--- src/dhfa_pkg.sv ---
`default_nettype none

package dhfa_pkg;

   localparam int ANG_W = 17;
   localparam int IH_W = 23;
   localparam int DIST_W = 39;
   localparam int HGT_W = 42;
   localparam int LVL_W = 2 * ANG_W + 1;

   localparam int FRAC_BITS_DEF = 16;
   localparam int NEAR_TERMS_DEF = 6;
   localparam int FAR_TERMS_DEF = 9;

   localparam logic [IH_W-1:0] IH_RESET = IH_W'(98304);

   typedef enum logic {
      OP_DIV,
      OP_MUL
   } op_type;

   typedef struct packed {
      logic   start;
      op_type op;
   } dhfa_cmd_type;

   typedef enum logic [3:0] {
      ST_IDLE,
      ST_SQ,
      ST_LEVEL,
      ST_LEVEL_WAIT,
      ST_TAN_WAIT,
      ST_DIST,
      ST_DIST_WAIT,
      ST_MUL,
      ST_MUL_WAIT,
      ST_HGT_SAT,
      ST_HGT_ADD,
      ST_DONE
   } state_type;

   function automatic int dhfa_max(int a, int b);
      return (a > b) ? a : b;
   endfunction

   function automatic int dhfa_a_width(int f);
      return dhfa_max(dhfa_max(IH_W + f, ANG_W + f), LVL_W);
   endfunction

   function automatic int dhfa_b_width(int f);
      return dhfa_max(ANG_W + f, DIST_W);
   endfunction

endpackage

`default_nettype wire

--- src/distance_height_from_angles.sv ---
// Sequence from acceptance to the result word: for each angle, a squaring step, a division
// for each term of the angle after the first and a final division for the tangent; then a
// distance division for the lower angle and, when the upper angle is given, a multiply,
// saturate and add for the height. An angle out of range sends the word straight to the result.
// Throughput: one word at a time, the next taken once the result is registered and the block is idle.
// Reset: synchronous, clears control and restores instrument height to 1.5 m.
`default_nettype none

module distance_height_from_angles
   import dhfa_pkg::*;
#(
   parameter int FRAC_BITS = FRAC_BITS_DEF,
   parameter int NEAR_TERMS = NEAR_TERMS_DEF,
   parameter int FAR_TERMS = FAR_TERMS_DEF
) (
   input  wire logic              clock,
   input  wire logic              reset,
   input  wire logic              req_valid,
   output logic                   req_ready,
   input  wire logic [ANG_W-1:0]  req_low_angle,
   input  wire logic [ANG_W-1:0]  req_high_angle,
   input  wire logic              req_high_given,
   output logic                   rsp_valid,
   input  wire logic              rsp_ready,
   output logic [DIST_W-1:0]      rsp_distance,
   output logic [HGT_W-1:0]       rsp_height,
   output logic                   rsp_height_valid,
   output logic                   rsp_status,
   input  wire logic              csr_valid,
   output logic                   csr_ready,
   input  wire logic [IH_W-1:0]   csr_data
);

   localparam int F = FRAC_BITS;
   localparam int A_W = dhfa_a_width(F);
   localparam int B_W = dhfa_b_width(F);
   localparam int RES_W = A_W + B_W;
   localparam int CNT_W = $clog2(A_W + 1);
   localparam int TAN_W = ANG_W + F;
   localparam int SQ_W = LVL_W - F;
   localparam int MAX_TERMS = dhfa_max(NEAR_TERMS, FAR_TERMS);
   localparam int ODD_W = $clog2(2 * MAX_TERMS);
   localparam int BK_W = ODD_W + F;
   localparam int CMP_LW = dhfa_max(BK_W, LVL_W);
   localparam int CMP_TW = dhfa_max(F + 1, LVL_W);
   localparam int CMP_AW = dhfa_max(ANG_W, F + 2);
   localparam int P_W = RES_W + 1;

   localparam logic [CMP_AW-1:0] SWITCH_ANGLE = CMP_AW'((7 << FRAC_BITS) / 10);
   localparam logic [CMP_AW-1:0] MAX_ANGLE = CMP_AW'((14 << FRAC_BITS) / 10);
   localparam logic [LVL_W-1:0]  HALF_SQ = LVL_W'(1) << (F - 1);
   localparam logic [P_W-1:0]    HALF_P = P_W'(1) << (F - 1);
   localparam logic [CMP_TW-1:0] ONE_T = CMP_TW'(1) << F;
   localparam logic [DIST_W-1:0] DIST_MAX = '1;
   localparam logic [HGT_W-1:0]  HGT_MAX = '1;
   localparam logic [ODD_W-1:0]  ODD_NEAR = ODD_W'(2 * NEAR_TERMS - 1);
   localparam logic [ODD_W-1:0]  ODD_FAR = ODD_W'(2 * FAR_TERMS - 1);
   localparam logic [CNT_W-1:0]  LVL_LEN = CNT_W'(LVL_W);
   localparam logic [CNT_W-1:0]  TAN_LEN = CNT_W'(TAN_W);
   localparam logic [CNT_W-1:0]  DIST_LEN = CNT_W'(IH_W + F);

   state_type          state_ff, state_in;
   logic [IH_W-1:0]    ih_ff, ih_in;
   logic [ANG_W-1:0]   hi_ff, hi_in;
   logic               given_ff, given_in;
   logic               which_ff, which_in;
   logic [ANG_W-1:0]   x_ff, x_in;
   logic [SQ_W-1:0]    sq_ff, sq_in;
   logic [LVL_W-1:0]   res_ff, res_in;
   logic [ODD_W-1:0]   odd_ff, odd_in;
   logic [TAN_W-1:0]   tan_ff, tan_in;
   logic [DIST_W-1:0]  dist_ff, dist_in;
   logic [HGT_W-1:0]   hgt_ff, hgt_in;
   logic               status_ff, status_in;

   logic               rsp_valid_ff, rsp_valid_in;
   logic [DIST_W-1:0]  rsp_distance_ff, rsp_distance_in;
   logic [HGT_W-1:0]   rsp_height_ff, rsp_height_in;
   logic               rsp_height_valid_ff, rsp_height_valid_in;
   logic               rsp_status_ff, rsp_status_in;

   dhfa_cmd_type       cmd;
   logic [A_W-1:0]     op_a;
   logic [B_W-1:0]     op_b;
   logic [CNT_W-1:0]   op_len;
   logic               unit_done;
   logic [RES_W-1:0]   unit_result;

   logic               bad_lo, bad_hi;
   logic [LVL_W-1:0]   sq_full;
   logic [CMP_LW-1:0]  bk_x, res_lx;
   logic [CMP_TW-1:0]  res_tx;
   logic [P_W-1:0]     prod_p;
   logic [P_W-1:0]     prod_sh;
   logic               prod_ovf;
   logic [HGT_W:0]     hgt_sum;

   dhfa_unit #(
      .FRAC_BITS(FRAC_BITS)
   ) u_unit (
      .clock (clock),
      .reset (reset),
      .cmd   (cmd),
      .op_a  (op_a),
      .op_b  (op_b),
      .op_len(op_len),
      .done  (unit_done),
      .result(unit_result)
   );

   always_comb begin
      bad_lo = (req_low_angle == '0) || (CMP_AW'(req_low_angle) > MAX_ANGLE);
      bad_hi = (req_high_angle == '0) || (CMP_AW'(req_high_angle) > MAX_ANGLE);
      sq_full = LVL_W'(x_ff * x_ff) + HALF_SQ;
      bk_x = CMP_LW'({odd_ff, F'(0)});
      res_lx = CMP_LW'(res_ff);
      res_tx = CMP_TW'(res_ff);
      prod_p = {1'b0, unit_result} + HALF_P;
      prod_ovf = (prod_p >> 64) != '0;
      prod_sh = prod_p >> F;
      hgt_sum = {1'b0, hgt_ff} + (HGT_W + 1)'(ih_ff);

      state_in = state_ff;
      ih_in = ih_ff;
      hi_in = hi_ff;
      given_in = given_ff;
      which_in = which_ff;
      x_in = x_ff;
      sq_in = sq_ff;
      res_in = res_ff;
      odd_in = odd_ff;
      tan_in = tan_ff;
      dist_in = dist_ff;
      hgt_in = hgt_ff;
      status_in = status_ff;
      rsp_valid_in = rsp_valid_ff & ~rsp_ready;
      rsp_distance_in = rsp_distance_ff;
      rsp_height_in = rsp_height_ff;
      rsp_height_valid_in = rsp_height_valid_ff;
      rsp_status_in = rsp_status_ff;
      req_ready = 1'b0;
      cmd.start = 1'b0;
      cmd.op = OP_DIV;
      op_a = '0;
      op_b = '0;
      op_len = '0;

      if (csr_valid) begin
         ih_in = csr_data;
      end

      unique case (state_ff)
         ST_IDLE: begin
            req_ready = 1'b1;
            if (req_valid) begin
               hi_in = req_high_angle;
               given_in = req_high_given;
               which_in = 1'b0;
               x_in = req_low_angle;
               dist_in = '0;
               hgt_in = '0;
               status_in = bad_lo || (req_high_given && bad_hi);
               state_in = (bad_lo || (req_high_given && bad_hi)) ? ST_DONE : ST_SQ;
            end
         end
         ST_SQ: begin
            sq_in = sq_full[LVL_W-1:F];
            odd_in = (CMP_AW'(x_ff) > SWITCH_ANGLE) ? ODD_FAR : ODD_NEAR;
            res_in = '0;
            state_in = ST_LEVEL;
         end
         ST_LEVEL: begin
            cmd.start = 1'b1;
            if (odd_ff == ODD_W'(1)) begin
               op_a = A_W'({x_ff, F'(0)});
               op_b = (ONE_T > res_tx) ? B_W'(ONE_T - res_tx) : B_W'(1);
               op_len = TAN_LEN;
               state_in = ST_TAN_WAIT;
            end else begin
               op_a = A_W'({sq_ff, F'(0)});
               op_b = (bk_x > res_lx) ? B_W'(bk_x - res_lx) : B_W'(1);
               op_len = LVL_LEN;
               state_in = ST_LEVEL_WAIT;
            end
         end
         ST_LEVEL_WAIT: begin
            if (unit_done) begin
               res_in = unit_result[LVL_W-1:0];
               odd_in = odd_ff - ODD_W'(2);
               state_in = ST_LEVEL;
            end
         end
         ST_TAN_WAIT: begin
            if (unit_done) begin
               tan_in = unit_result[TAN_W-1:0];
               state_in = which_ff ? ST_MUL : ST_DIST;
            end
         end
         ST_DIST: begin
            cmd.start = 1'b1;
            op_a = A_W'({ih_ff, F'(0)});
            op_b = B_W'(tan_ff);
            op_len = DIST_LEN;
            state_in = ST_DIST_WAIT;
         end
         ST_DIST_WAIT: begin
            if (unit_done) begin
               dist_in = (unit_result > RES_W'(DIST_MAX)) ? DIST_MAX
                                                         : unit_result[DIST_W-1:0];
               if (given_ff) begin
                  which_in = 1'b1;
                  x_in = hi_ff;
                  state_in = ST_SQ;
               end else begin
                  state_in = ST_DONE;
               end
            end
         end
         ST_MUL: begin
            cmd.start = 1'b1;
            cmd.op = OP_MUL;
            op_a = A_W'(tan_ff);
            op_b = B_W'(dist_ff);
            op_len = TAN_LEN;
            state_in = ST_MUL_WAIT;
         end
         ST_MUL_WAIT: begin
            if (unit_done) begin
               state_in = ST_HGT_SAT;
            end
         end
         ST_HGT_SAT: begin
            if (prod_ovf || (prod_sh > P_W'(HGT_MAX))) begin
               hgt_in = HGT_MAX;
            end else begin
               hgt_in = prod_sh[HGT_W-1:0];
            end
            state_in = ST_HGT_ADD;
         end
         ST_HGT_ADD: begin
            hgt_in = hgt_sum[HGT_W] ? HGT_MAX : hgt_sum[HGT_W-1:0];
            state_in = ST_DONE;
         end
         ST_DONE: begin
            if (!rsp_valid_ff || rsp_ready) begin
               rsp_valid_in = 1'b1;
               rsp_distance_in = dist_ff;
               rsp_height_in = hgt_ff;
               rsp_height_valid_in = given_ff & ~status_ff;
               rsp_status_in = status_ff;
               state_in = ST_IDLE;
            end
         end
         default: begin
            state_in = ST_IDLE;
         end
      endcase
   end

   always_ff @(posedge clock) begin
      hi_ff <= hi_in;
      given_ff <= given_in;
      which_ff <= which_in;
      x_ff <= x_in;
      sq_ff <= sq_in;
      res_ff <= res_in;
      odd_ff <= odd_in;
      tan_ff <= tan_in;
      dist_ff <= dist_in;
      hgt_ff <= hgt_in;
      status_ff <= status_in;
      rsp_distance_ff <= rsp_distance_in;
      rsp_height_ff <= rsp_height_in;
      rsp_height_valid_ff <= rsp_height_valid_in;
      rsp_status_ff <= rsp_status_in;
      if (reset) begin
         state_ff <= ST_IDLE;
         ih_ff <= IH_RESET;
         rsp_valid_ff <= 1'b0;
      end else begin
         state_ff <= state_in;
         ih_ff <= ih_in;
         rsp_valid_ff <= rsp_valid_in;
      end
   end

   assign csr_ready = 1'b1;
   assign rsp_valid = rsp_valid_ff;
   assign rsp_distance = rsp_distance_ff;
   assign rsp_height = rsp_height_ff;
   assign rsp_height_valid = rsp_height_valid_ff;
   assign rsp_status = rsp_status_ff;

endmodule

`default_nettype wire

--- src/dhfa_unit.sv ---
`default_nettype none

module dhfa_unit
   import dhfa_pkg::*;
#(
   parameter int FRAC_BITS = FRAC_BITS_DEF,
   localparam int A_W = dhfa_a_width(FRAC_BITS),
   localparam int B_W = dhfa_b_width(FRAC_BITS),
   localparam int RES_W = A_W + B_W,
   localparam int CNT_W = $clog2(A_W + 1)
) (
   input  wire logic             clock,
   input  wire logic             reset,
   input  wire dhfa_cmd_type     cmd,
   input  wire logic [A_W-1:0]   op_a,
   input  wire logic [B_W-1:0]   op_b,
   input  wire logic [CNT_W-1:0] op_len,
   output logic                  done,
   output logic [RES_W-1:0]      result
);

   localparam int IA_W = $clog2(A_W);

   op_type           op_ff, op_in;
   logic [A_W-1:0]   a_ff, a_in;
   logic [B_W-1:0]   b_ff, b_in;
   logic [CNT_W-1:0] cnt_ff, cnt_in;
   logic [RES_W-1:0] acc_ff, acc_in;
   logic [B_W-1:0]   rem_ff, rem_in;
   logic             busy_ff, busy_in;
   logic             done_ff, done_in;

   logic [CNT_W-1:0] cnt_m1;
   logic             bit_a;
   logic [B_W:0]     shifted;
   logic [B_W:0]     diff;
   logic             ge;

   always_comb begin
      cnt_m1  = cnt_ff - CNT_W'(1);
      bit_a   = a_ff[cnt_m1[IA_W-1:0]];
      shifted = {rem_ff, bit_a};
      diff    = shifted - {1'b0, b_ff};
      ge      = shifted >= {1'b0, b_ff};

      op_in   = op_ff;
      a_in    = a_ff;
      b_in    = b_ff;
      cnt_in  = cnt_ff;
      acc_in  = acc_ff;
      rem_in  = rem_ff;
      busy_in = busy_ff;
      done_in = 1'b0;

      if (cmd.start) begin
         op_in   = cmd.op;
         a_in    = op_a;
         b_in    = op_b;
         cnt_in  = op_len;
         acc_in  = '0;
         rem_in  = '0;
         busy_in = 1'b1;
      end else if (busy_ff) begin
         if (op_ff == OP_DIV) begin
            rem_in = ge ? diff[B_W-1:0] : shifted[B_W-1:0];
            acc_in = {acc_ff[RES_W-2:0], ge};
         end else begin
            acc_in = {acc_ff[RES_W-2:0], 1'b0} + (bit_a ? RES_W'(b_ff) : RES_W'(0));
         end
         cnt_in = cnt_m1;
         if (cnt_ff == CNT_W'(1)) begin
            busy_in = 1'b0;
            done_in = 1'b1;
         end
      end
   end

   always_ff @(posedge clock) begin
      op_ff  <= op_in;
      a_ff   <= a_in;
      b_ff   <= b_in;
      cnt_ff <= cnt_in;
      acc_ff <= acc_in;
      rem_ff <= rem_in;
      if (reset) begin
         busy_ff <= 1'b0;
         done_ff <= 1'b0;
      end else begin
         busy_ff <= busy_in;
         done_ff <= done_in;
      end
   end

   assign done   = done_ff;
   assign result = acc_ff;

endmodule

`default_nettype wire
--- config.mk ---
export PLATFORM = sky130hd
export DESIGN_NAME = distance_height_from_angles
export DESIGN_NICKNAME = d
export VERILOG_FILES = /design/src/dhfa_pkg.sv /design/src/distance_height_from_angles.sv /design/src/dhfa_unit.sv
export SDC_FILE = /design/constraint.sdc
export NUM_CORES = 2
export LEC_CHECK = 0
export BUFFER_PORTS_ARGS = -buffer_cell sky130_fd_sc_hd__buf_2
export CAP_MARGIN = 20
export CORE_AREA = 2 2 466 237
export CTS_BUF_LIST = sky130_fd_sc_hd__clkbuf_4
export DETAILED_ROUTE_END_ITERATION = 10
export DIE_AREA = 0 0 468 239
export GPL_TIMING_DRIVEN = 0
export PLACE_DENSITY_LB_ADDON = 0.15
export SLEW_MARGIN = 20
export SYNTH_ARGS = -nofsm -noshare
export SYNTH_HDL_FRONTEND = slang
export SYNTH_SLANG_ARGS = --single-unit
--- constraint.sdc ---
create_clock -name clock -period 16.5 [get_ports clock]
set_input_delay 4.95 -clock clock [delete_from_list [all_inputs] [get_ports clock]]
set_output_delay 4.95 -clock clock [all_outputs]
set_load 0.005 [all_outputs]
==> results.json <==
{
  "worst_pin_slew_ns": 1.23,
  "vias": 31428,
  "routed_wl_um": 140000,
  "endpoint_kind": "register",
  "yosysUniqueCellTypes": 94,
  "boundaryPins": 149,
  "synthTopCellsByCount": "edfxtp_1 (377), inv_1 (339), nand2_1 (298), nor2_1 (243), ha_1 (226)",
  "nNetsFinal": 4579,
  "cp.arrival_ns": 10.92,
  "grt_util_all_layers_pct": 25.2,
  "synthDominantCellAreaShare_pct": 30.2,
  "path_class": "register to register",
  "drc": 0,
  "drive_gt1_share_pct": 11.9,
  "ys_seq_area_share_pct": 38.1,
  "clock_latency_ns": 1.10,
  "cts-resized-gates": 0,
  "clock_sinks": 524,
  "outcome": "complete, no violations",
  "ys_top_cells_by_area": "edfxtp_1 (30%), fa_1 (11%), dfxtp_1 (7.9%)",
  "die_h_um": 239,
  "ys_ff_latch": 524,
  "path_clk_slew_ns": 0.07,
  "fin_ws_ns": 6.52,
  "avgViaCountPerCell": 5.55,
  "initial_core_util_pct": 34.5,
  "fp.dieW_um": 468,
  "cts_buffer_depth": 3,
  "yosysWarnings": 0,
  "grt_pass1_wl_um": 206000,
  "syn_nets": 4276,
  "async_reset_ff_share_pct": 0,
  "critPathLaunchType": "register",
  "critPathMaxStageDelay_ns": 0.73,
  "drt-initial-drc-count": 3906,
  "rsz0062_at_grt": "false",
  "syn_avg_cell_area_sq_um": 9.88,
  "yosysMostFrequentCell": "edfxtp_1",
  "die_area_sq_um": 112000,
  "cts_max_level": 4,
  "drt.antenna.violating_nets": 0,
  "io_buffers": 146,
  "setup_viol": 0,
  "rows": 86,
  "root_buffer": "clkbuf_4",
  "cts_buffers": 135,
  "cp_cell_sequence": "clkbuf_1, clkbuf_1, inv_1, ha_1, clkbuf_1, mux4_2, mux2i_1, mux2i_1, mux2_2, nand2_1, o31a_1, clkbuf_1, ha_1, fa_1, nor2b_1, o31ai_1, a211oi_1, o211ai_1, a2111oi_4, nand4b_2, nand2_1, clkbuf_1, nand3_1, a31oi_1",
  "crit_path_frequent_cell": "clkbuf_1",
  "antenna_found_initial": 8,
  "slowest_stage": "clkbuf_1",
  "first_global_vias": 29261,
  "pre_cts_ws_ns": 6.96,
  "dp_cells": 5406,
  "cts_hold_buf": 0,
  "max_freq_mhz": 100,
  "cp_max_fo": 10,
  "netlist_area_sq_um": 37400,
  "place_congestion": 0.997,
  "grt_overflow": 0,
  "postCtsSetupBuffers": 0,
  "wl_per_cell_um": 24.8,
  "firstDrtPassIters": 8,
  "synth_edf_count": 377,
  "cts_tree": "done",
  "finalCriticalPeriod_ns": 9.98,
  "core_area_sq_um": 108000,
  "slew_headroom_pct": 17.9,
  "grt_max_degree": 43,
  "whs_ns": 0.437,
  "fin_util_pct": 38.8,
  "skew_ns": 0.123,
  "hold_viol_final": 0,
  "maxCapViolCount": 0,
  "fin_crit_sh_pct": 60.5,
  "area_delta_synth_final_pct": 12.5,
  "synthesis.instances": 3788,
  "hold_class": "register to register",
  "dp_hpwl_um": 112000,
  "synth_top_area_cell": "edfxtp_1",
  "maxSlewViolCount": 0,
  "finalNonFillerCells": 5659,
  "cp.required_ns": 17.45,
  "ys.flop_type": "edfxtp_1"
}
-- worst paths after layout --
path	startpoint	end	slack, ns	cells past startpoint
worst min register to register	dist_ff[34]	rsp_distance[34]	0.44	0
worst max register to register	u_unit.cnt_ff[0]	u_unit.rem_ff[22]	6.52	24
worst min-delay path	dist_ff[34]	rsp_distance[34]	0.44	0
worst max-delay path	u_unit.cnt_ff[0]	u_unit.rem_ff[22]	6.52	24
-- layout by cell type (no fill, tap or decap), types with 19 or more instances in the layout --
cell type,count
nand4_1,52
xnor2_1,124
dfxtp_1,147
a21o_1,84
nor2_1,241
mux2_2,19
nand2_1,297
mux2i_1,64
and3_1,91
nand2b_1,34
fa_1,199
o21a_1,61
a22oi_1,20
nor4_1,37
a21oi_1,199
edfxtp_1,377
nor3_1,59
buf_2,176
xor2_1,89
nand3_1,89
inv_1,339
ha_1,226
a31oi_1,47
and2_1,84
clkbuf_4,201
a211o_1,22
a222oi_1,20
clkinv_1,22
a211oi_1,39
or3_1,26
o21ai_0,174
o21ai_1,27
nor2b_1,22
clkbuf_1,171
-- flip-flops by register name, indices dropped and copies added, names as in the netlist, 33 cells and up --
| register | flops |
|---|---|
| rsp_height | 42 |
| u_unit.rem_ff | 39 |
| u_unit.result | 78 |
| u_unit.a_ff | 39 |
| u_unit.b_ff | 39 |
| dist_ff | 39 |
| rsp_distance | 39 |
| res_ff | 35 |
| hgt_ff | 42 |
| tan_ff | 33 |
-- critical path, delay by kind of cell (launching register included) --
family / cells / cell delay [ns]
buffers and inverters: 6 / 3.55
muxes: 4 / 1.21
and+or+nand+nor: 5 / 1.54
AOI/OAI and AO/OA: 6 / 2.15
adders and majority gates: 3 / 1.08
DFF: 1 / 0.34
-- stage by stage --
step                instance area (sq um)  setup TNS [ns]
detailed placement                  40300               0
global placement                    40000           -7.30
finish                              42100               0
floorplan                           37400               0
global route                        42100               0
CTS                                 42100               0
-- routing by layer --
metal	track usage [%]	part of all wire, %	vias up
met5	0	0	-
met4	4.79	1.3	0
met3	7.08	11	130
met2	29.1	34	1536
met1	43.3	54	15540
li1	-	-	14222
-- cell type report --
| type | instances | area [sq um] |
|---|---|---|
| Tap cell | 1452 | 1820 |
| Inverter | 340 | 1280 |
| Clock inverter | 42 | 320 |
| Fill cell | 11030 | 66300 |
| Clock buffer | 201 | 1510 |
| Timing Repair Buffer | 166 | 965 |
| Multi-Input combinational cell | 2708 | 21100 |
| Sequential cell | 524 | 14300 |
| Antenna cell | 10 | 25.0 |
| Buffer | 216 | 870 |
-- kinds of logic (layout without fill, tap and decap cells) --
kind of cell	after synthesis	count (layout)	synth area share, %
other	1	11	0.0100
multiplexers	92	92	2.82
AND/OR/NAND/NOR	1117	1117	15.0
buffers and inverters	556	965	5.73
AO/OA/AOI/OAI	859	859	15.1
adder cells (fa/ha/maj)	425	425	18.2
flip-flops	524	524	38.1
XOR/XNOR	214	214	5.01
Power is left out: the tool's default activity adds up to more than one toggle a clock period on the data nets, which glitch-free logic cannot reach.
